`src/design/box_muller_gaussian_macros.svh`:
```
// ----------------------------------------------------------------------------
// box muller gaussian assertion macros
// same-cycle and next-cycle implication checks, clocked on clk, reset arst_n
// ----------------------------------------------------------------------------
`ifndef BOX_MULLER_GAUSSIAN_MACROS_SVH
`define BOX_MULLER_GAUSSIAN_MACROS_SVH
`ifndef SYNTH
`define BMG_ASSERT_IMP(lbl, ante, cons) \
lbl: assert property (@(posedge clk) disable iff (!arst_n) (ante) |-> (cons)) \
	else $error("bmg same-cycle check failed");
`define BMG_ASSERT_NXT(lbl, ante, cons) \
lbl: assert property (@(posedge clk) disable iff (!arst_n) (ante) |=> (cons)) \
	else $error("bmg next-cycle check failed");
`else
`define BMG_ASSERT_IMP(lbl, ante, cons)
`define BMG_ASSERT_NXT(lbl, ante, cons)
`endif
`endif

```
`src/design/bmg_pkg.sv`:
```
`default_nettype none
// ----------------------------------------------------------------------------
// bmg_pkg
// constants, stage payload types and helper functions of the normal generator
// ----------------------------------------------------------------------------
package bmg_pkg;

	localparam logic [30:0] Q30_ONE     = 31'h4000_0000;
	localparam logic [31:0] TWO_LN2_Q28 = 32'd372130559;
	localparam logic [31:0] PI4_Q30     = 32'd843314857;

	// floor(y / d) for y < 2^31 as (y * ceil(2^s / d)) >> s, s = 31 + ceil(log2 d)
	localparam int unsigned SH_72 = 38;
	localparam int unsigned SH_42 = 37;
	localparam int unsigned SH_20 = 36;
	localparam int unsigned SH_6  = 34;
	localparam int unsigned SH_90 = 38;
	localparam int unsigned SH_56 = 37;
	localparam int unsigned SH_30 = 36;
	localparam int unsigned SH_12 = 35;
	localparam logic [31:0] RCP_72 = 32'(((64'd1 << SH_72) + 64'd71) / 64'd72);
	localparam logic [31:0] RCP_42 = 32'(((64'd1 << SH_42) + 64'd41) / 64'd42);
	localparam logic [31:0] RCP_20 = 32'(((64'd1 << SH_20) + 64'd19) / 64'd20);
	localparam logic [31:0] RCP_6  = 32'(((64'd1 << SH_6) + 64'd5) / 64'd6);
	localparam logic [31:0] RCP_90 = 32'(((64'd1 << SH_90) + 64'd89) / 64'd90);
	localparam logic [31:0] RCP_56 = 32'(((64'd1 << SH_56) + 64'd55) / 64'd56);
	localparam logic [31:0] RCP_30 = 32'(((64'd1 << SH_30) + 64'd29) / 64'd30);
	localparam logic [31:0] RCP_12 = 32'(((64'd1 << SH_12) + 64'd11) / 64'd12);

	typedef struct packed {
		logic [31:0] m;
		logic [31:0] frac;
		logic [5:0]  e;
		logic [31:0] angle;
	} bmg_log_t;

	typedef struct packed {
		logic [62:0] rem;
		logic [62:0] root;
		logic [31:0] angle;
	} bmg_sqrt_t;

	typedef struct packed {
		logic [29:0] x;
		logic [29:0] x2;
		logic [30:0] hs;
		logic [30:0] hc;
		logic [31:0] radius;
		logic [1:0]  quad;
		logic        oct;
	} bmg_trig_t;

	function automatic logic [30:0] div_rcp(input logic [30:0] y, input logic [31:0] mul,
			input int unsigned sh);
		logic [63:0] pr;
		pr = 64'(y) * 64'(mul);
		return 31'(pr >> sh);
	endfunction

	// log2(2^w + 1) in Q.32, evaluated at elaboration
	function automatic logic [37:0] log2_pow2p1(input int unsigned w);
		logic [63:0] m;
		logic [31:0] frac;
		frac = '0;
		if (w > 31) begin
			m = ((64'd1 << w) + 64'd1) >> (w - 31);
		end else begin
			m = ((64'd1 << w) + 64'd1) << (31 - w);
		end
		for (int i = 31; i >= 0; i--) begin
			m = (m * m) >> 31;
			if (m[32]) begin
				frac[i] = 1'b1;
				m = m >> 1;
			end
		end
		return {6'(w), frac};
	endfunction

endpackage
`default_nettype wire

```
`src/design/bmg_log_cell.sv`:
```
`default_nettype none
// ----------------------------------------------------------------------------
// bmg_log_cell
// one squaring step of the log2 mantissa, yields one fraction bit
// ----------------------------------------------------------------------------
module bmg_log_cell #(
	parameter int BIT = 31
) (
	input  wire logic              clk,
	input  wire logic              arst_n,
	input  wire logic              en,
	input  wire logic              up_valid,
	input  wire bmg_pkg::bmg_log_t up,
	output logic                   dn_valid,
	output bmg_pkg::bmg_log_t      dn
);
	import bmg_pkg::*;

	logic [63:0] sq;
	logic [32:0] nx;
	bmg_log_t    nxt;
	bmg_log_t    cell_q;
	logic        valid_q;

	always_comb begin
		sq  = 64'(up.m) * 64'(up.m);
		nx  = sq[63:31];
		nxt = up;
		if (nx[32]) begin
			nxt.frac[BIT] = 1'b1;
			nxt.m         = nx[32:1];
		end else begin
			nxt.m = nx[31:0];
		end
	end

	always_ff @(posedge clk or negedge arst_n) begin
		if (!arst_n) begin
			valid_q <= 1'b0;
		end else if (en) begin
			valid_q <= up_valid;
		end
	end

	always_ff @(posedge clk) begin
		if (en) begin
			cell_q <= nxt;
		end
	end

	assign dn_valid = valid_q;
	assign dn       = cell_q;
endmodule
`default_nettype wire

```
`config.mk`:
```
export PLATFORM = sky130hd
export DESIGN_NAME = bmg_log_cell
export DESIGN_NICKNAME = d
export VERILOG_FILES = /design/src/design/box_muller_gaussian_macros.svh /design/src/design/bmg_pkg.sv /design/src/design/bmg_log_cell.sv
export SDC_FILE = /design/constraint.sdc
export NUM_CORES = 2
export LEC_CHECK = 0
export BUFFER_PORTS_ARGS = -buffer_cell sky130_fd_sc_hd__buf_2
export CORE_UTILIZATION = 28
export CTS_CLUSTER_DIAMETER = 200
export DETAILED_ROUTE_END_ITERATION = 8
export GPL_TIMING_DRIVEN = 0
export HOLD_SLACK_MARGIN = 0.05
export PLACE_DENSITY = 0.5
export SKIP_LAST_GASP = 1
export SYNTH_ARGS = -nofsm -noshare
export SYNTH_HDL_FRONTEND = slang
export SYNTH_SLANG_ARGS = --single-unit
```
`constraint.sdc`:
```
create_clock -name clk -period 1.6 [get_ports clk]
set_input_delay 0.16 -clock clk [delete_from_list [all_inputs] [get_ports clk]]
set_output_delay 0.16 -clock clk [all_outputs]
set_load 0.02 [all_outputs]
```
# ---- Word level (Yosys, flattened, before mapping)
# Cells that the tools add are included.
# Widths: inputs -> output; s select.
dict set report totals {
  in_bits 106
  reg_bits 103
  out_inout_bits 103
}
dict set report op_classes {
  multipliers 1
  mux 1
}
# op count
set ops {}
lappend ops {{$mul 32x32->64} 1}
lappend ops {{$mux 31} 1}

# ---- Longest topological paths before layout
dict set report logic_depth {
  word_depth 2
  depth_mapped 30
  mapped_depth_nobuf 27
}

# ---- Worst setup path before layout
# OpenSTA, ideal clock, no wires.
dict set report synth_timing {
  path_type {in2reg}
  startpoint {input up[96] in the netlist's numbering}
  endpoint {register cell_q (netlist bit dn[99]), data pin}
  stages 27
  setup_slack_ns -6.128
  arrival_time_ns 7.468
  required_time_ns 1.340
  path_cell_list {clkbuf_1 clkbuf_1 nand2_1 fa_1 fa_1 inv_1 fa_1 inv_1 fa_1 inv_1 fa_1 fa_1 fa_1 inv_1 fa_1 inv_1 ha_1 clkbuf_1 nand3_1 or4b_1 or3_1 o2111a_1 nor2_2 and4_4 a211oi_2 xnor2_1 mux2_2}
}
# item line
set synth_rtl {}
lappend synth_rtl {{from (decl)} bmg_log_cell.sv:13} ;# input wire bmg_pkg::bmg_log_t up,
lappend synth_rtl {{to (signal assigned)} bmg_log_cell.sv:47} ;# cell_q <= nxt;
lappend synth_rtl {{to (decl)} bmg_log_cell.sv:22} ;# bmg_log_t cell_q;

==> out/metrics.yaml <==
yosysWarnings: 0
final_cell_mix: "inv_1, fa_1, ha_1, nand2_1, and2_1"
layout_worst_path_cycle_share_pct: 481
hpwl_detailed_mm: 90.8
tritoncts.num_buffers: 9
synth_fp_nets: 4506
synth_edf_count: 102
vias_in_the_first_global_route: 26513
floorplan.rows: 125
remaining_antenna_violation_count_after_routing: 0
route.detailed.wl_per_inst_um: 21.6
ioPinCount: 209
cts.sink_count: 103
synth_flop_cell: "edfxtp_1"
hold_slack_ns: 0.0751
globalRouteOverflowTotal: 0
type_of_the_worst_setup_path: "primary input to flip-flop"
synth_area_per_cell_sq_um: 9.89
place_ws_ns: -8.06
vias_after_detailed_routing: 24093
tightestPinTransition_ns: 0.895
cap_viol_max_count: 0
grt_first_pass_wirelength_mm: 170
post_route_cells_drive_above_1_share_pct: 19.3
cp-end-kind: "flip-flop"
drt-total-wl_mm: 114
final_common_cell: "inv_1"
finalMaxSlewViolations: 0
viasPerCell: 4.57
postSynthCellCount: 3309
global_route_total_usage_across_every_layer_pct: 19.7
clock_latency_ns: 0.34
drc: 0
grt_setup_unrepaired: "yes"
clock_skew_ns: 0
min-delay-path-class: "primary input to flip-flop"
asyncSetResetFlopFracSynth_pct: 0.971
yosys_reg_bits: 103
setup.worst_path.start_class: "primary input"
clk_path_buf_depth: 2
setup-violations-final: 33
failed_checks: "setup timing"
grt_antenna_before_repair: 20
area_overhead_vs_synth_pct: 25.1
slew_headroom_pct: 40.4
initial_core_util_pct: 28.2
die-width_um: 344
synth.yosys.seq_area_share_pct: 9.44
final-hold-violation-count: 0
regArea_sq_um: 3090
multiInputGateArea_sq_um: 26500
fp.coreArea_sq_um: 116000
worst-endpoint-required_ns: 1.70
die-area_sq_um: 118000
finalWeightedCongestion: 0.960
smallest_setup_slack_after_layout_ns: -6.10
cp.arrival_ns: 7.79
synthDistinctLibCells: 69
dr.first_iter.drc_count: 1742
drt_pass1_iterations: 5
num-nets-final: 4930
critical_path.max_fanout: 6
layout_min_cycle_time_ns: 7.70
setup_tns_ns: -198.42
fmaxAchievable_ghz: 0.130
maximum_number_of_pins_on_one_net_before_global_route_repair: 74
status: "finished, violations left"
tritoncts: "yes"
mappedNetlistArea_sq_um: 32700
floorplan_die_height_um: 344
io_buffers: 204
clock-root-buffer: "clkbuf_16"
nFillCells: 11952
clock_tree.htree_level_count: 3
clk_pin_slew_ns: 0.07
-- area by class of cell --
class | instances | area share (%)
antenna | 5 | 0.0306
buffer | 113 | 5.02
clock buffer | 11 | 0.593
clock inverter | 5 | 0.144
inverter | 980 | 9.07
multi-input combinational | 2109 | 64.9
sequential | 103 | 7.55
tap | 1524 | 4.66
timing repair buffer | 417 | 8.03
-- synthesized netlist by cell type, drive strengths merged (2+ instances only) --
cell / count / area (sq um)
a2111oi: 2 / 37.5
a211o: 2 / 17.5
a211oi: 5 / 42.5
a21boi: 4 / 30.0
a21o: 40 / 300
a21oi: 67 / 335
a221o: 4 / 40.0
a221oi: 2 / 23.8
a22oi: 2 / 15.0
a311oi: 4 / 41.3
a31o: 11 / 96.3
a31oi: 11 / 68.8
a41oi: 2 / 17.5
and2: 233 / 1460
and3: 8 / 55.1
and4: 2 / 20.0
buf: 8 / 46.3
clkbuf: 109 / 413
edfxtp: 102 / 3060
fa: 791 / 15800
ha: 300 / 3750
inv: 979 / 3670
mux2: 24 / 270
mux2i: 5 / 50.1
nand2: 294 / 1100
nand2b: 4 / 25.0
nand3: 10 / 50.1
nand4: 22 / 138
nor2: 77 / 292
nor2b: 7 / 43.8
nor3: 6 / 30.0
nor4: 3 / 18.8
o211ai: 6 / 50.1
o21a: 5 / 37.5
o21ai: 37 / 185
o21bai: 11 / 82.6
o22ai: 3 / 18.8
o31ai: 6 / 45.0
or2: 6 / 37.5
or3: 4 / 25.0
xnor2: 41 / 367
xor2: 37 / 324
-- timing repair --
item,4_1_cts,5_1_grt
cloned,6,0
setup buffers,115,22
setup endpoints to repair,33,33
resized for setup,471,27
endpoints found under the hold margin,71,0
pin swaps,119,41
hold buffers,71,0
-- flip-flops by register name, summed over array words and instances, names as in the netlist --
register  count
dn_valid      1
dn          102
-- metrics by stage --
stage	util, %	instance area [sq um]	std cells
global route	35.2	40900	5264
detailed placement	31.3	36300	5038
global placement	31.3	36300	5037
floorplan	-	33400	3309
CTS	35.0	40600	5242
finish	35.3	40900	5267
-- critical path: stages --
cell and delay (ns):
buf_8 0.10, clkbuf_16 0.16, buf_4 0.14, clkinvlp_4 0.12, buf_4 0.12, nor2_1 0.05, fa_1 0.52, inv_1 0.06
fa_1 0.59, inv_1 0.08, fa_1 0.53, inv_1 0.08, fa_1 0.50, inv_1 0.05, fa_1 0.58, fa_1 0.45
fa_1 0.45, ha_1 0.29, ha_2 0.43, nand3_4 0.12, or4b_4 0.56, or3_4 0.40, o2111a_2 0.32, nor2_4 0.16
and4_4 0.25, a211oi_4 0.04, xnor2_2 0.17, mux2_4 0.28
-- routing by layer --
| metal | part of all wire [%] | routed length [um] | vias up | GRT usage, % |
|---|---|---|---|---|
| met5 | 0.040 | 46 | - | 0 |
| li1 | - | - | 10612 | - |
| met1 | 41 | 46300 | 12555 | 25.8 |
| met3 | 6.2 | 7090 | 156 | 2.61 |
| met2 | 49 | 55600 | 762 | 33.6 |
| met4 | 4.0 | 4600 | 8 | 6.43 |
-- cells by family after synthesis --
family,Yosys count,synth area share [%]
adder cells (fa/ha/maj),1091,59.9
multiplexers,29,0.979
AND/OR/NAND/NOR,679,10.2
buffers and inverters,1097,12.6
AO/OA/AOI/OAI,232,4.77
XOR/XNOR,78,2.11
flip-flops,103,9.44
-- final timing paths --
kind / end / from / cells past startpoint / slack (ns)
min in group asynchronous: dn_valid / arst_n / 2 / 0.14
hold / removal: dn[69] / up[69] / 2 / 0.08
max in group asynchronous: dn_valid / arst_n / 2 / 1.38
setup / recovery: dn[98] / up[79] / 28 / -6.10
setup reg to reg: dn_valid / dn_valid / 1 / 0.85
hold reg to reg: dn_valid / dn_valid / 1 / 0.52
Power is not shown: default switching activity piles up to over one toggle a cycle in this logic, so the estimate is an artifact.
