File: src/design/box_muller_gaussian_macros.svh
// ----------------------------------------------------------------------------
// box muller gaussian assertion macros
// same-cycle and next-cycle implication checks, clocked on clk, reset arst_n
// ----------------------------------------------------------------------------
`ifndef BOX_MULLER_GAUSSIAN_MACROS_SVH
`define BOX_MULLER_GAUSSIAN_MACROS_SVH
`ifndef SYNTH
`define BMG_ASSERT_IMP(lbl, ante, cons) \
lbl: assert property (@(posedge clk) disable iff (!arst_n) (ante) |-> (cons)) \
	else $error("bmg same-cycle check failed");
`define BMG_ASSERT_NXT(lbl, ante, cons) \
lbl: assert property (@(posedge clk) disable iff (!arst_n) (ante) |=> (cons)) \
	else $error("bmg next-cycle check failed");
`else
`define BMG_ASSERT_IMP(lbl, ante, cons)
`define BMG_ASSERT_NXT(lbl, ante, cons)
`endif
`endif

File: src/design/bmg_pkg.sv
`default_nettype none
// ----------------------------------------------------------------------------
// bmg_pkg
// constants, stage payload types and helper functions of the normal generator
// ----------------------------------------------------------------------------
package bmg_pkg;

	localparam logic [30:0] Q30_ONE     = 31'h4000_0000;
	localparam logic [31:0] TWO_LN2_Q28 = 32'd372130559;
	localparam logic [31:0] PI4_Q30     = 32'd843314857;

	// floor(y / d) for y < 2^31 as (y * ceil(2^s / d)) >> s, s = 31 + ceil(log2 d)
	localparam int unsigned SH_72 = 38;
	localparam int unsigned SH_42 = 37;
	localparam int unsigned SH_20 = 36;
	localparam int unsigned SH_6  = 34;
	localparam int unsigned SH_90 = 38;
	localparam int unsigned SH_56 = 37;
	localparam int unsigned SH_30 = 36;
	localparam int unsigned SH_12 = 35;
	localparam logic [31:0] RCP_72 = 32'(((64'd1 << SH_72) + 64'd71) / 64'd72);
	localparam logic [31:0] RCP_42 = 32'(((64'd1 << SH_42) + 64'd41) / 64'd42);
	localparam logic [31:0] RCP_20 = 32'(((64'd1 << SH_20) + 64'd19) / 64'd20);
	localparam logic [31:0] RCP_6  = 32'(((64'd1 << SH_6) + 64'd5) / 64'd6);
	localparam logic [31:0] RCP_90 = 32'(((64'd1 << SH_90) + 64'd89) / 64'd90);
	localparam logic [31:0] RCP_56 = 32'(((64'd1 << SH_56) + 64'd55) / 64'd56);
	localparam logic [31:0] RCP_30 = 32'(((64'd1 << SH_30) + 64'd29) / 64'd30);
	localparam logic [31:0] RCP_12 = 32'(((64'd1 << SH_12) + 64'd11) / 64'd12);

	typedef struct packed {
		logic [31:0] m;
		logic [31:0] frac;
		logic [5:0]  e;
		logic [31:0] angle;
	} bmg_log_t;

	typedef struct packed {
		logic [62:0] rem;
		logic [62:0] root;
		logic [31:0] angle;
	} bmg_sqrt_t;

	typedef struct packed {
		logic [29:0] x;
		logic [29:0] x2;
		logic [30:0] hs;
		logic [30:0] hc;
		logic [31:0] radius;
		logic [1:0]  quad;
		logic        oct;
	} bmg_trig_t;

	function automatic logic [30:0] div_rcp(input logic [30:0] y, input logic [31:0] mul,
			input int unsigned sh);
		logic [63:0] pr;
		pr = 64'(y) * 64'(mul);
		return 31'(pr >> sh);
	endfunction

	// log2(2^w + 1) in Q.32, evaluated at elaboration
	function automatic logic [37:0] log2_pow2p1(input int unsigned w);
		logic [63:0] m;
		logic [31:0] frac;
		frac = '0;
		if (w > 31) begin
			m = ((64'd1 << w) + 64'd1) >> (w - 31);
		end else begin
			m = ((64'd1 << w) + 64'd1) << (31 - w);
		end
		for (int i = 31; i >= 0; i--) begin
			m = (m * m) >> 31;
			if (m[32]) begin
				frac[i] = 1'b1;
				m = m >> 1;
			end
		end
		return {6'(w), frac};
	endfunction

endpackage
`default_nettype wire

File: src/design/bmg_sqrt_cell.sv
`default_nettype none
// ----------------------------------------------------------------------------
// bmg_sqrt_cell
// one restoring step of the integer square root, two radicand bits per cell
// ----------------------------------------------------------------------------
module bmg_sqrt_cell #(
	parameter int STEP = 0
) (
	input  wire logic               clk,
	input  wire logic               arst_n,
	input  wire logic               en,
	input  wire logic               up_valid,
	input  wire bmg_pkg::bmg_sqrt_t up,
	output logic                    dn_valid,
	output bmg_pkg::bmg_sqrt_t      dn
);
	import bmg_pkg::*;

	localparam logic [62:0] BIT_W = 63'(64'd1 << (62 - 2 * STEP));

	logic [63:0] trial;
	bmg_sqrt_t   nxt;
	bmg_sqrt_t   cell_q;
	logic        valid_q;

	always_comb begin
		trial     = 64'(up.root) + 64'(BIT_W);
		nxt       = up;
		if (64'(up.rem) >= trial) begin
			nxt.rem  = up.rem - trial[62:0];
			nxt.root = (up.root >> 1) + BIT_W;
		end else begin
			nxt.root = up.root >> 1;
		end
	end

	always_ff @(posedge clk or negedge arst_n) begin
		if (!arst_n) begin
			valid_q <= 1'b0;
		end else if (en) begin
			valid_q <= up_valid;
		end
	end

	always_ff @(posedge clk) begin
		if (en) begin
			cell_q <= nxt;
		end
	end

	assign dn_valid = valid_q;
	assign dn       = cell_q;
endmodule
`default_nettype wire

File: config.mk
export PLATFORM = sky130hd
export DESIGN_NAME = bmg_sqrt_cell
export DESIGN_NICKNAME = d
export VERILOG_FILES = /design/src/design/box_muller_gaussian_macros.svh /design/src/design/bmg_pkg.sv /design/src/design/bmg_sqrt_cell.sv
export SDC_FILE = /design/constraint.sdc
export NUM_CORES = 1
export LEC_CHECK = 0
export BUFFER_PORTS_ARGS = -buffer_cell sky130_fd_sc_hd__buf_2
export CAP_MARGIN = 30
export CORE_ASPECT_RATIO = 0.9
export CORE_MARGIN = 3
export CORE_UTILIZATION = 35
export CTS_BUF_LIST = sky130_fd_sc_hd__clkbuf_4
export DETAILED_ROUTE_END_ITERATION = 7
export PLACE_DENSITY = 0.67
export REMOVE_ABC_BUFFERS = 1
export SYNTH_ARGS = -nofsm -noshare
export SYNTH_HDL_FRONTEND = slang
export SYNTH_SLANG_ARGS = --single-unit
File: constraint.sdc
create_clock -name clk -period 1.12 [get_ports clk]
set_input_delay 0.056 -clock clk [delete_from_list [all_inputs] [get_ports clk]]
set_output_delay 0.056 -clock clk [all_outputs]
set_load 0.02 [all_outputs]
# After elaboration in Yosys (flattened, before gate mapping)
# Cells that the tools add are included.
# totals
register_bits,159
inputBits,162
wordCells,11
# op_classes
add_sub_neg,3
magnitude_cmp,1
mux,2
# op_table
operator,count
adder 63 x 63 -> 64 bit (second input constant),1
>= comparator 63 x 64 -> 1 bit,1
adder 62 x 63 -> 63 bit (second input constant),1
two-way mux 63 bit,1
subtractor 63 bit,1
two-way mux 62 bit,1

# Longest topological paths before layout
# logic_depth
depth_word,3
depth_mapped,15
mapped_depth_nobuf,13

# Least setup slack after synthesis
# No wires, ideal clock.
# synth_timing
path_type,input -> register
start,in up[95] in the netlist's numbering
end,"reg cell_q (netlist bit dn[144]), data pin"
setup_time_ns,0.260
arrival_time_ns,2.426
setup_slack_ns,-1.567
path_stages,14
cell_sequence,inv_1 ha_1 fa_1 nor2b_1 o31a_1 o21ai_2 a31oi_2 o21ba_1 o31ai_2 a211oi_2 or2_1 buf_6 buf_6 mux2_4
# synth_lines
item,line_no,text
from (decl),bmg_sqrt_cell.sv:13,"input wire bmg_pkg::bmg_sqrt_t up,"
to (signal assigned),bmg_sqrt_cell.sv:47,cell_q <= nxt;
to (decl),bmg_sqrt_cell.sv:23,bmg_sqrt_t cell_q;

==> flow_summary_export.csv <==
group,metric,value,unit
sta,fin_ws,-1210,ps
cells_and_area,fin_area,0.0180,sq mm
grt,first_global_vias,10598,
worst_setup_path,cp-end-kind,"register",
clock_network,cts_tree,"built",
flow_run,maxCapViolCount,0,
placement,place.gp.congestion,0.863,
sta,min_period_over_period,208,%
sta,fin_hold_ws,-194,ps
cells_and_area,fillCellCount,2035,
worst_setup_path,cp.arrival,2710,ps
yosys,synth-edff-count,158,
placement,io_buffers,320,
power,p_seq_share,38.9,%
power,switching_power,6.64,mW
min_path,hp-class,"in2reg",
sta,skew,0,ps
worst_setup_path,r2r_start,"dn_valid",
sta,max_slew.worst_pin.slew,397,ps
power,p_int,12.5,mW
die,die_area,0.0299,sq mm
detailed_routing,drt_iter0_markers,591,
sta,max-slew-margin-rel,73.3,%
clock_network,cts_buffer_depth,2,
clock_network,cts_buffers,17,
yosys,synthCells,938,
detailed_routing,drc_errors,0,
placement,dpl.hpwl,24.3,mm
yosys,synth_ff_type,"edfxtp_1",
worst_setup_path,path_class,"in2reg",
grt,grt_overflow,0,
die,ios,321,
detailed_routing,antenna_left,0,
yosys,ys_ff_latch,159,
worst_setup_path,r2r_cells,1,
sta,rsz0062_at_grt,"true",
clock_network,path_clk_slew,150,ps
grt,grt_max_degree,42,
sta,drv_slew,0,
yosys,ys_seq_area_share,48.9,%
run_status,violations,"negative hold slack, negative setup slack",
yosys,ys_async_sr_fraction,0.629,%
die,coreArea,0.0272,sq mm
sta,final.setup.tns,-86990,ps
min_path,holdCritStartpoint,"up[95]",
yosys,yosys_warnings,0,
die,rows,57,
power,p_comb_share,42.0,%
grt,grt_util_all_layers,22.8,%
placement,place_area,0.0137,sq mm
clock_network,h-tree-depth,4,
worst_setup_path,critPathLaunchType,"input port",
power,clockPowerShare,19.1,%
yosys,yosysUniqueCellTypes,69,
cells_and_area,area_growth,84.1,%
sta,setup_viol_count_final,223,
min_path,holdPathStages,3,
cells_and_area,drive_gt1_share,50.1,%
detailed_routing,firstDrtPassIters,5,
worst_setup_path,crit_start,"up[95]",
detailed_routing,drt_wl_total,37.8,mm
power,p_leak,7.90,nW
detailed_routing,route.detailed.wl_per_inst,18.1,microns
clock_network,clock_latency,600,ps
clock_network,cts_root_buf,"clkbuf_4",
sta,finalCriticalPeriod,2330,ps
power,p_per_area,1070,mW/mm^2
die,die_y,164,microns
die,start_util,35.8,%
grt,grt_pass1_wl,54.5,mm
grt,antenna_found_initial,5,
worst_setup_path,critPathMaxFanout,8,
cells_and_area,nets,1940,
clock_network,clkSinkCount,159,
yosys,avgSynthCellArea,10.4,sq um
worst_setup_path,r2r_slack,350,ps
sta,fmax,0.430,GHz
yosys,syn_area,0.00975,sq mm
power,switching_share,34.7,%
detailed_routing,vias_per_cell,5.04,
power,peakVddDrop,0.824,mV
run_status,status,"complete, but fails checks",
die,die_w,182,microns
detailed_routing,vias,10513,
worst_setup_path,worstPathRequired,1500,ps
cells_and_area,fin_util,65.9,%
sta,hold_viol_final,1,
repair_timing:
item | in CTS | in global routing
setup endpoints to repair | 223 | 223
cloned | 4 | 4
pin swaps | 49 | 31
setup buffers | 27 | 7
endpoints found under the hold margin | 303 | 6
hold buffers | 156 | 7
gates resized for setup | 282 | 238
state kept, by name (all words and copies together), names as in the netlist:
| signal | count |
|---|---|
| dn | 158 |
| dn_valid | 1 |
worst paths after layout:
| check | end |
|---|---|
| min in group asynchronous | dn_valid |
| setup / recovery | dn[109] |
| hold / removal | dn[95] |
| setup reg to reg | dn_valid |
| max in group asynchronous | dn_valid |
| hold reg to reg | dn_valid |
through the flow:
stage / power [mW] / instances / hold WS (ps) / worst slack, ps
after floorplan: 10.5 / 895 / -240 / -3600
after global placement: 13.3 / 1848 / -169 / -2500
after detailed placement: 13.4 / 1848 / -166 / -2550
after CTS: 18.4 / 2064 / -357 / -1060
after global routing: 20.1 / 2085 / -249 / -1230
final: 19.2 / 2086 / -194 / -1210
logic make-up (layout without fill, tap and decap cells):
family          after synthesis  after routing  synth area share, %
compound gates              282            282                 18.6
xor+xnor                     53             53                 4.76
fa+ha+maj                    65             65                 8.42
buf+inv                     130            917                 5.99
flops                       159            159                 48.9
mux                          15             15                 1.90
other cells                   0              6                    0
simple gates                234            235                 11.5
power by group through the flow:
stage	clock, mW	sequential, mW	combinational, mW
after detailed placement	0	7.47	5.89
after global routing	4.00	7.52	8.57
after CTS	3.75	7.39	7.23
after global placement	0	7.47	5.82
after floorplan	0	8.22	2.29
final	3.65	7.47	8.05
routing by layer:
metal | vias to the layer above | routed length [microns] | GRT usage, %
met5 | - | 11 | 0
met4 | 2 | 1110 | 6.92
met3 | 82 | 2400 | 5.07
met2 | 409 | 18800 | 39.8
met1 | 5020 | 15400 | 28.4
li1 | 5000 | - | -
worst max-delay path: stages:
cell	delay, ps
buf_8	100
inv_4	40
ha_4	130
fa_2	240
nor2b_4	50
o31a_1	330
o21ai_2	220
a31oi_4	120
o21ba_4	240
o31ai_4	190
a211oi_2	120
or2_4	330
buf_6	160
clkbuf_16	170
a31o_2	210
area by class of cell:
cell class              count  area [sq um]  area share (%)
well taps                 354           443            2.47
clock buffers              18           135           0.753
clock inverters            14           133           0.739
multi-input cells         650          5430            30.3
flip-flops and latches    159          4770            26.6
repair buffers            798          6690            37.3
inverters                  87           332            1.85
diodes                      6          15.0          0.0836
cell usage in the layout (no fill, tap or decap), types with 14 or more instances in the layout:
cell and n:
a21o_1 31, a21oi_1 81, a21oi_2 42, buf_2 187
buf_4 279, buf_6 155, clkbuf_4 18, dlygate4sd3_1 163
edfxtp_1 158, ha_1 37, ha_4 24, inv_1 76
nand2_1 58, nand3_1 14, nand4_1 18, nor2_1 41
nor2_4 26, o21ai_0 24, o21ai_1 14, o21bai_1 17
xnor2_1 32, xor2_1 20
synth_stat cells (all sizes together) (5+ instances only):
cell | number | area, sq um
and4 | 6 | 52.6
or2 | 6 | 37.5
o21bai | 18 | 135
o21ai | 47 | 239
o211ai | 5 | 37.5
nand3 | 16 | 80.1
a31oi | 9 | 77.6
xor2 | 20 | 175
a21o | 31 | 233
and3 | 9 | 56.3
buf | 27 | 196
nand4 | 18 | 113
a21oi | 126 | 691
inv | 87 | 327
edfxtp | 158 | 4740
nand2 | 61 | 229
ha | 64 | 801
o31ai | 9 | 86.3
mux2 | 13 | 165
clkbuf | 16 | 61.3
xnor2 | 33 | 289
nor3 | 13 | 65.1
o21a | 11 | 82.6
nor2 | 80 | 300
(Power assumes the default switching activity.)
