$ cat config.mk
export PLATFORM = sky130hd
export DESIGN_NAME = bmg_horner_cell
export DESIGN_NICKNAME = d
export VERILOG_FILES = /design/src/design/box_muller_gaussian_macros.svh /design/src/design/bmg_pkg.sv /design/src/design/bmg_horner_cell.sv
export SDC_FILE = /design/constraint.sdc
export NUM_CORES = 1
export LEC_CHECK = 0
export BUFFER_PORTS_ARGS = -buffer_cell sky130_fd_sc_hd__buf_2
export CAP_MARGIN = 20
export CORE_MARGIN = 2
export CORE_UTILIZATION = 41
export DETAILED_ROUTE_END_ITERATION = 12
export PLACE_DENSITY = 0.73
export RECOVER_POWER = 25
export SLEW_MARGIN = 10
export SYNTH_ARGS = -nofsm -noshare
export SYNTH_HDL_FRONTEND = slang
export SYNTH_SLANG_ARGS = --single-unit
$ cat constraint.sdc
create_clock -name clk -period 0.8 [get_ports clk]
set_input_delay 0.08 -clock clk [delete_from_list [all_inputs] [get_ports clk]]
set_output_delay 0.08 -clock clk [all_outputs]
set_load 0.1 [all_outputs]
$ cat src/design/box_muller_gaussian_macros.svh
// ----------------------------------------------------------------------------
// box muller gaussian assertion macros
// same-cycle and next-cycle implication checks, clocked on clk, reset arst_n
// ----------------------------------------------------------------------------
`ifndef BOX_MULLER_GAUSSIAN_MACROS_SVH
`define BOX_MULLER_GAUSSIAN_MACROS_SVH
`ifndef SYNTH
`define BMG_ASSERT_IMP(lbl, ante, cons) \
lbl: assert property (@(posedge clk) disable iff (!arst_n) (ante) |-> (cons)) \
	else $error("bmg same-cycle check failed");
`define BMG_ASSERT_NXT(lbl, ante, cons) \
lbl: assert property (@(posedge clk) disable iff (!arst_n) (ante) |=> (cons)) \
	else $error("bmg next-cycle check failed");
`else
`define BMG_ASSERT_IMP(lbl, ante, cons)
`define BMG_ASSERT_NXT(lbl, ante, cons)
`endif
`endif

$ cat src/design/bmg_pkg.sv
`default_nettype none
// ----------------------------------------------------------------------------
// bmg_pkg
// constants, stage payload types and helper functions of the normal generator
// ----------------------------------------------------------------------------
package bmg_pkg;

	localparam logic [30:0] Q30_ONE     = 31'h4000_0000;
	localparam logic [31:0] TWO_LN2_Q28 = 32'd372130559;
	localparam logic [31:0] PI4_Q30     = 32'd843314857;

	// floor(y / d) for y < 2^31 as (y * ceil(2^s / d)) >> s, s = 31 + ceil(log2 d)
	localparam int unsigned SH_72 = 38;
	localparam int unsigned SH_42 = 37;
	localparam int unsigned SH_20 = 36;
	localparam int unsigned SH_6  = 34;
	localparam int unsigned SH_90 = 38;
	localparam int unsigned SH_56 = 37;
	localparam int unsigned SH_30 = 36;
	localparam int unsigned SH_12 = 35;
	localparam logic [31:0] RCP_72 = 32'(((64'd1 << SH_72) + 64'd71) / 64'd72);
	localparam logic [31:0] RCP_42 = 32'(((64'd1 << SH_42) + 64'd41) / 64'd42);
	localparam logic [31:0] RCP_20 = 32'(((64'd1 << SH_20) + 64'd19) / 64'd20);
	localparam logic [31:0] RCP_6  = 32'(((64'd1 << SH_6) + 64'd5) / 64'd6);
	localparam logic [31:0] RCP_90 = 32'(((64'd1 << SH_90) + 64'd89) / 64'd90);
	localparam logic [31:0] RCP_56 = 32'(((64'd1 << SH_56) + 64'd55) / 64'd56);
	localparam logic [31:0] RCP_30 = 32'(((64'd1 << SH_30) + 64'd29) / 64'd30);
	localparam logic [31:0] RCP_12 = 32'(((64'd1 << SH_12) + 64'd11) / 64'd12);

	typedef struct packed {
		logic [31:0] m;
		logic [31:0] frac;
		logic [5:0]  e;
		logic [31:0] angle;
	} bmg_log_t;

	typedef struct packed {
		logic [62:0] rem;
		logic [62:0] root;
		logic [31:0] angle;
	} bmg_sqrt_t;

	typedef struct packed {
		logic [29:0] x;
		logic [29:0] x2;
		logic [30:0] hs;
		logic [30:0] hc;
		logic [31:0] radius;
		logic [1:0]  quad;
		logic        oct;
	} bmg_trig_t;

	function automatic logic [30:0] div_rcp(input logic [30:0] y, input logic [31:0] mul,
			input int unsigned sh);
		logic [63:0] pr;
		pr = 64'(y) * 64'(mul);
		return 31'(pr >> sh);
	endfunction

	// log2(2^w + 1) in Q.32, evaluated at elaboration
	function automatic logic [37:0] log2_pow2p1(input int unsigned w);
		logic [63:0] m;
		logic [31:0] frac;
		frac = '0;
		if (w > 31) begin
			m = ((64'd1 << w) + 64'd1) >> (w - 31);
		end else begin
			m = ((64'd1 << w) + 64'd1) << (31 - w);
		end
		for (int i = 31; i >= 0; i--) begin
			m = (m * m) >> 31;
			if (m[32]) begin
				frac[i] = 1'b1;
				m = m >> 1;
			end
		end
		return {6'(w), frac};
	endfunction

endpackage
`default_nettype wire

$ cat src/design/bmg_horner_cell.sv
`default_nettype none
// ----------------------------------------------------------------------------
// bmg_horner_cell
// one horner step of the sine and cosine series: h = 1 - x^2 * h / k
// ----------------------------------------------------------------------------
module bmg_horner_cell #(
	parameter logic [31:0] SIN_MUL = 32'd1,
	parameter int unsigned SIN_SH  = 32,
	parameter logic [31:0] COS_MUL = 32'd1,
	parameter int unsigned COS_SH  = 32
) (
	input  wire logic               clk,
	input  wire logic               arst_n,
	input  wire logic               en,
	input  wire logic               up_valid,
	input  wire bmg_pkg::bmg_trig_t up,
	output logic                    dn_valid,
	output bmg_pkg::bmg_trig_t      dn
);
	import bmg_pkg::*;

	bmg_trig_t   d_s1;
	logic [30:0] ps_s1;
	logic [30:0] pc_s1;
	logic        v_s1;
	bmg_trig_t   d_nx;
	bmg_trig_t   d_s2;
	logic        v_s2;

	always_comb begin
		d_nx    = d_s1;
		d_nx.hs = Q30_ONE - div_rcp(ps_s1, SIN_MUL, SIN_SH);
		d_nx.hc = Q30_ONE - div_rcp(pc_s1, COS_MUL, COS_SH);
	end

	always_ff @(posedge clk or negedge arst_n) begin
		if (!arst_n) begin
			v_s1 <= 1'b0;
			v_s2 <= 1'b0;
		end else if (en) begin
			v_s1 <= up_valid;
			v_s2 <= v_s1;
		end
	end

	always_ff @(posedge clk) begin
		if (en) begin
			d_s1  <= up;
			ps_s1 <= 31'((64'(up.x2) * 64'(up.hs)) >> 30);
			pc_s1 <= 31'((64'(up.x2) * 64'(up.hc)) >> 30);
			d_s2  <= d_nx;
		end
	end

	assign dn_valid = v_s2;
	assign dn       = d_s2;
endmodule
`default_nettype wire

Word-level counts from Yosys, hierarchy flattened --
Cells that the tools add are included.
Storage, ports and cells: register bits 192, input port bits 161, output and inout bits 158, word-level logic and storage cells 12

Logic depth before layout (Yosys ltp) --
Gate-level depths: netlist of run 1.
word-level depth 0, depth in mapped cells 1, gate-level depth less buffers 1

Least setup slack after synthesis of run 1 --
Ideal clock, no wire load.
path kind reg2reg, from register, netlist name dn_valid, to register v_s2 (netlist: dn_valid), library setup time 0.125 ns, arrival time 1.130 ns, required time 0.675 ns, setup slack -0.456 ns, stages on the path, launching flop included 2, buffers on the path 0, period minus slack after synthesis 1.256 ns, path through dfrtp_1 mux2_2
RTL lines:
- end signal: assignment | line bmg_horner_cell.sv:42 | v_s2 <= v_s1;
- end: declaration | line bmg_horner_cell.sv:28 | logic v_s2;

Worst setup path after layout of run 1 --
from register v_s2 (netlist: dn_valid), to output dn_valid
RTL lines:
- end: declaration | line bmg_horner_cell.sv:17 | output logic dn_valid,
No word-level cell between the ends.

==> results by group, run 1 <==
Yosys
  • Share of synthesized area occupied by flip-flops and latches: 92.07%
  • Total of flip-flops plus latches after synthesis: 192
  • Number of instances in the synthesized netlist: 258
  • Summed instance area of the synthesized netlist: between 6000 and 7000 µm²
  • Largest family of logic cells by synthesized area: buffers and inverters
  • Mux cell area share after synthesis: 0.3603%
  • Share of synthesized cell area in and, or, nand and nor gates: 0%
  • Post-synthesis cell type count: 5
  • Fraction of the mapped netlist area in compound gates: 0%
  • Adder and majority cell fraction of the synthesized area: 0%
  • Mapped Avg Cell Area: 24.23 µm²
  • Fraction of synthesized cell area in xor and xnor cells: 0%
  • Syn. warnings: 0

Placed design
  • Number of placed instances with taps included: 652
  • Half-perimeter wire length after placement: 8051 µm
  • Global placement routability congestion: 0.6744
  • Buffers on Ports: 194
  • Worst slack after detailed placement: -0.08576 ns
  • Placement Cell Area: roughly 9000 µm²

Worst setup path
  • Signal arrival time at the worst endpoint: 1.19 ns
  • CP Max Fanout: 2
  • Startpoint type of the worst setup path: register
  • Startpoint-to-endpoint class of the critical path: reg -> out
  • Critical path required time: 0.72 ns
  • Crit path capture type: output pin

Routing
  • Drc violations: 0
  • ANT nets after route: 0
  • Detail-routed net length per standard cell: 16.55 µm
  • Detailed-route wire length: about 13000 µm
  • Pre-antenna DRT Iters: 4
  • Initial detailed-routing violation count: 165
  • Via count: 3230
  • Average vias per placed instance: 4.136

Cells and area
  • Summed area of non-filler cells in the final layout: around 10000 µm²
  • Post-layout util: 68.47%
  • Most frequent cells in the layout: sky130_fd_sc_hd__edfxtp_1 (190), sky130_fd_sc_hd__dlygate4sd3_1 (98), sky130_fd_sc_hd__buf_12 (98), sky130_fd_sc_hd__buf_2 (97), sky130_fd_sc_hd__conb_1 (62)
  • Number of antenna diodes: 0
  • Fraction of final layout cells sized beyond drive strength 1: 40.13%
  • Post-route insts no fill: between 700 and 800
  • Fill cell count: 905
  • Area used by multi-input combinational logic: between 200 and 300 µm²
  • Layout net count: 743
  • Leading cell type in the layout, fill and taps excluded: sky130_fd_sc_hd__edfxtp_1
  • Area of all sequential standard cells: 5759 µm²
  • Growth of design area from synthesis to finish: 64.67%

Global routing
  • Met2 layer usage reported by global route: 29.76%
  • Most used routing layer in global routing: met2
  • Number of global-route vias before repair: 3483
  • First-pass GRT wire length: between 15000 and 20000 µm
  • Global Route Usage Sum: about 16%
  • Initial antenna violation count: 0
  • Met3 track utilization from global routing: 5.444%
  • GR Overflow Total: 0
  • Largest net degree at the start of global routing: 41
  • Met1 usage: 15.79%

Floorplan
  • Starting density of the core: 41.58%
  • Site row count: 45
  • Top-Level Pins: about 320
  • Core Footprint: 15030 µm²
  • Height of the die: 127.5 µm
  • Area enclosed by the die boundary: between 15000 and 20000 µm²
  • Die Span X: 127.5 µm

Timing
  • Worst Tran Pin Value: 0.5557 ns
  • Final period util: 158.3%
  • Relative slew slack: 62.95%
  • Final setup fails: 97
  • Max Slew Vio Count: 0
  • Clock skew: roughly 0.011 ns
  • Hold slack final: 0.2804 ns
  • Unrepaired setup endpoints after global routing: yes
  • Setup TNS after final layout: -29.87 ns
  • Crit path time final: about 1.3 ns
  • Peak clock frequency supported by timing: 789.5 MHz
  • Worst path setup slack after routing: -0.4667 ns
  • Final hold violation count: 0

Clock network
  • Number of sinks driven by the clock tree: 192
  • Number of buffers created by CTS: 17
  • Maximum buffer depth of the clock tree: 2
  • CTS H-tree depth: 4
  • Clock transition time at the flip-flop clock pins of the worst setup and hold paths: 0.07 ns
  • Clock Latency Late Sink: approximately 0.42 ns
  • Clock tree from TritonCTS: yes
  • Clock root buffer: sky130_fd_sc_hd__clkbuf_16

Power
  • Max rail drop VDD: 1.985 mV
  • Total power draw: 25.74 mW
  • Power Dens Cells: between 2000 and 3000 nW/µm²
  • Static leakage: about 4.1 nW

Hold path
  • Type of the tightest min-delay check: in -> reg

Outcome
  • Failing checks: negative setup slack
  • Result of the run: finished with violations

Job
  • Max-cap violation count: 0
synth_stat cells:
library cell | number | share of area, %
sky130_fd_sc_hd__edfxtp_1 | 190 | 91
sky130_fd_sc_hd__buf_4 | 62 | 7.4
sky130_fd_sc_hd__conb_1 | 2 | 0.12
sky130_fd_sc_hd__dfrtp_1 | 2 | 0.80
sky130_fd_sc_hd__mux2_2 | 2 | 0.36
kinds of logic after synthesis:
family,count (synthesis)
other,2
DFF,192
buffers and inverters,62
muxes,2
sequential cells by signal (all words and copies together), names as in the netlist:
register,flops
d_nx,95
dn,95
dn_valid,1
v_s1,1
worst max-delay path, stage by stage (launching register included):
cell and delay, ns:
sky130_fd_sc_hd__dfrtp_4 0.49, sky130_fd_sc_hd__buf_6 0.12, sky130_fd_sc_hd__buf_12 0.15
routing by layer:
layer  up-vias  wire length, µm
met1      1539             4346
met2       157             7326
met3        25              888
li1       1509                -
met4         0              366
met5         -                0
final timing paths:
kind	from	end	slack [ns]	cells after the start
min	en	dn[156]	0.28	1
min in group asynchronous	arst_n	dn_valid	0.55	3
max	dn_valid	dn_valid	-0.47	2
max in group asynchronous	arst_n	dn_valid	0.10	3
max reg2reg	dn_valid	dn_valid	-0.20	2
min reg2reg	d_nx[33]	dn[33]	0.42	0
report_power, final:
| part | total, mW | switching (mW) | leakage [nW] | internal (mW) |
|---|---|---|---|---|
| logic | 5.94 | 4.18 | 1.98 | 1.76 |
| registers | 12.3 | 0.389 | 1.88 | 11.9 |
| clock network | 7.47 | 3.51 | 0.253 | 3.96 |
| total | 25.7 | 8.08 | 4.12 | 17.7 |
layout make-up:
cell class | count | share of cell area [%]
clock buffer | 18 | 4.169
multi-input combinational | 64 | 2.480
clock inverter | 12 | 0.8630
timing repair buffer | 307 | 34.25
sequential | 192 | 55.95
tap | 188 | 2.285
timing repair:
action | in CTS | in global routing
endpoints found under the setup margin | 97 | 97
hold buffers | 98 | 0
pin swaps | 0 | 0
buffers inserted | 1 | 0
gates resized for setup | 1 | 0
hold endpoints to repair | 98 | 0
(Power assumes the default switching activity.)
==> run 2, diff against run 1 <==
BUFFER_PORTS_ARGS = default   (was -buffer_cell sky130_fd_sc_hd__buf_2)
CORE_AREA = 2 2 122 124   (was default)
CORE_MARGIN = default   (was 2)
CORE_UTILIZATION = default   (was 41)
DIE_AREA = 0 0 124 126   (was default)
DONT_BUFFER_PORTS = 1   (was default)
PLACE_DENSITY = 0.58   (was 0.73)
==> run 2 against run 1 <==
  * The flow finishes with violations (negative hold slack, negative setup slack)
  * Routed wire length fell by 16%
  * Die area shrank 3.9%
  * Combinational power down 8.8%
  * Sequential cell count stayed put
  * Global-route usage fell by 1.9 points
  * Clock-buffer cell count unchanged
  * Largest power group unchanged
==> results by group, run 2 (same netlist as run 1, synthesis figures left out) <==
Timing
  • Final period util: 146.5% (was 158.3%)
  • Crit path time final: 1.172 ns (was 1.267 ns)
  • Final hold violation count: 152 (was 0)
  • Final setup fails: 97 (unchanged)
  • Max Slew Vio Count: 0 (unchanged)
  • Setup TNS after final layout: -29.35 ns (was -29.87 ns)
  • Clock skew: 0.008875 ns (was 0.01059 ns)
  • Hold slack final: -0.2253 ns (was 0.2804 ns)
  • Worst path setup slack after routing: -0.3718 ns (was -0.4667 ns)
  • Unrepaired setup endpoints after global routing: yes (unchanged)
  • Peak clock frequency supported by timing: 853.4 MHz (was 789.5 MHz)

Cells and area
  • Growth of design area from synthesis to finish: 56.14% (was 64.67%)
  • Most frequent cells in the layout: sky130_fd_sc_hd__edfxtp_1 (190), sky130_fd_sc_hd__dlygate4sd3_1 (98), sky130_fd_sc_hd__buf_12 (96), sky130_fd_sc_hd__conb_1 (62), sky130_fd_sc_hd__clkbuf_16 (17) (was sky130_fd_sc_hd__edfxtp_1 (190), sky130_fd_sc_hd__dlygate4sd3_1 (98), sky130_fd_sc_hd__buf_12 (98), sky130_fd_sc_hd__buf_2 (97), sky130_fd_sc_hd__conb_1 (62))
  • Leading cell type in the layout, fill and taps excluded: sky130_fd_sc_hd__edfxtp_1 (unchanged)
  • Area of all sequential standard cells: 5759 µm² (unchanged)
  • Area used by multi-input combinational logic: 255.2 µm² (unchanged)
  • Layout net count: 630 (was 743)
  • Fraction of final layout cells sized beyond drive strength 1: 26.40% (was 40.13%)
  • Fill cell count: 903 (was 905)
  • Post-route insts no fill: 665 (was 781)
  • Number of antenna diodes: 0 (unchanged)

Worst setup path
  • Startpoint-to-endpoint class of the critical path: reg -> out (unchanged)
  • Launching element of the worst setup path: dn_valid (unchanged)
  • CP top delay family: flip-flops (unchanged)
  • Signal arrival time at the worst endpoint: 1.09 ns (was 1.19 ns)
  • Ordered list of cells on the worst path: buf_12 (was buf_6 -> buf_12)
  • Crit path capture type: output pin (unchanged)
  • Biggest cell delay along the critical path: 0.50 ns (was 0.49 ns)
  • Levels on crit path: 1 (was 2)
  • Register-to-Register Path Depth: 1 (was 2)
  • Critical path required time: 0.72 ns (about the same)
  • Setup slack on the worst flop-to-flop path: -0.08 ns (was -0.20 ns)
  • Slowest library cell on the worst path: sky130_fd_sc_hd__dfrtp_4 (unchanged)
  • CP Max Fanout: 2 (unchanged)
  • Startpoint of the worst-slack reg-to-reg timing path: dn_valid (unchanged)
  • Destination of the worst register-to-register timing path: dn_valid (unchanged)
  • Number of buffers and inverters on the critical path: 1 (was 2)
  • Crit path capture: dn_valid (unchanged)
  • Startpoint type of the worst setup path: register (unchanged)

Placed design
  • Worst slack after detailed placement: -0.02927 ns (was -0.08576 ns)
  • Number of placed instances with taps included: 536 (was 652)
  • Half-perimeter wire length after placement: 6451 µm (was 8051 µm)
  • Buffers on Ports: 0 (was 194)
  • Global placement routability congestion: 0.6066 (was 0.6744)

Power
  • Power Dens Cells: 2708 nW/µm² (was 2501 nW/µm²)
  • Total power draw: 26.44 mW (was 25.74 mW)
  • Switching fraction of total power: 29.24% (was 31.37%)
  • Sequential Power Share: 46.6% (was 47.9%)
  • Gate power share: 20.5% (was 23.1%)
  • Sw Pwr: 7.729 mW (was 8.077 mW)
  • Static leakage: 3.699 nW (was 4.117 nW)
  • Max rail drop VDD: 1.721 mV (was 1.985 mV)
  • Internal power summed over all cells: 18.71 mW (was 17.67 mW)
  • Part of the total power dissipated in the clock network: 32.9% (was 29.0%)

Routing
  • Average vias per placed instance: 4.211 (was 4.136)
  • Detail-routed net length per standard cell: 16.27 µm (was 16.55 µm)
  • Via count: 2800 (was 3230)
  • Detailed-route wire length: 10820 µm (was 12930 µm)
  • ANT nets after route: 0 (unchanged)
  • Initial detailed-routing violation count: 254 (was 165)
  • Drc violations: 0 (unchanged)
  • Pre-antenna DRT Iters: 5 (was 4)

Clock network
  • Maximum buffer depth of the clock tree: 2 (unchanged)
  • Clock root buffer: sky130_fd_sc_hd__clkbuf_16 (unchanged)
  • Post-CTS setup-driven buffer insertion count: 0 (was 1)
  • Clock Latency Late Sink: 0.42 ns (about the same)
  • CTS H-tree depth: 4 (unchanged)
  • Number of buffers created by CTS: 17 (unchanged)
  • Clock transition time at the flip-flop clock pins of the worst setup and hold paths: 0.07 ns (about the same)
  • Number of sinks driven by the clock tree: 192 (unchanged)
  • Number of hold buffers added after CTS: 98 (unchanged)
  • Clock tree from TritonCTS: yes (unchanged)

Global routing
  • Initial antenna violation count: 0 (unchanged)
  • Number of global-route vias before repair: 2740 (was 3483)
  • Largest net degree at the start of global routing: 193 (was 41)
  • Global Route Usage Sum: 14.11% (was 16.04%)
  • GR Overflow Total: 0 (unchanged)
  • First-pass GRT wire length: 15570 µm (was 18750 µm)

Hold path
  • Type of the tightest min-delay check: in -> reg (unchanged)

Floorplan
  • Site row count: 44 (was 45)
  • Area enclosed by the die boundary: 15620 µm² (was 16250 µm²)
  • Starting density of the core: 43.67% (was 41.58%)
  • Die Span X: 124 µm (was 127.5 µm)
  • Core Footprint: 14310 µm² (was 15030 µm²)
  • Height of the die: 126 µm (was 127.5 µm)
  • Top-Level Pins: 319 (unchanged)

Outcome
  • Failing checks: negative hold slack, negative setup slack (was negative setup slack)
  • Result of the run: finished with violations (unchanged)

Job
  • Max-cap violation count: 0 (unchanged)
## run 2: what timing repair did
action	4_1_cts	5_1_grt
setup endpoints to repair	97	97
endpoints found under the hold margin	289	192
resized for setup	3	0
## run 2: stage by stage
step	util [%]	cell area [µm²]	hold WS [ns]
3_5_place_dp	56.97	8154	-0.2155
6_report	68.19	9761	-0.2253
5_1_grt	68.19	9761	-0.2534
4_1_cts	68.19	9761	-0.2427
3_3_place_gp	56.97	8154	-0.2155
2_1_floorplan	-	6480	-0.2156
## run 2: cell type report
class,count,share of cell area (%)
Sequential cell,192,59.01
Timing Repair Buffer,194,29.74
Clock buffer,18,4.397
Multi-Input combinational cell,64,2.615
Tap cell,184,2.359
Clock inverter,13,1.884
## run 2: metal layers
layer | track usage (%) | share of wire (%) | wire length (µm) | vias to the layer above
met2 | 22.92 | 54 | 5820 | 135
met3 | 5.661 | 8.3 | 895 | 15
li1 | - | - | - | 1281
met4 | 6.874 | 2.3 | 245 | 0
met1 | 16.22 | 36 | 3860 | 1369
met5 | 0 | 0 | 0 | -
## run 2: worst min-delay path by stage
| stage | slack, ns | depth (start not counted) | end | start |
|---|---|---|---|---|
| global placement | -0.22 | 0 | v_s1 | arst_n |
| detailed placement | -0.22 | 0 | v_s1 | arst_n |
| global route | -0.25 | 0 | dn[15] | en |
| finish | -0.23 | 0 | dn[15] | en |
| CTS | -0.24 | 0 | dn[15] | en |
| floorplan | -0.22 | 0 | v_s1 | arst_n |
## run 2: power by group through the flow
| stage | Sequential (mW) | Clock [mW] | Combinational (mW) |
|---|---|---|---|
| after global placement | 12.5 | 0 | 5.00 |
| after floorplan | 14.7 | 0 | 1.51 |
| final | 12.3 | 8.71 | 5.42 |
| after detailed placement | 12.5 | 0 | 5.00 |
| after CTS | 12.3 | 8.87 | 5.42 |
| after global routing | 12.4 | 9.35 | 5.50 |
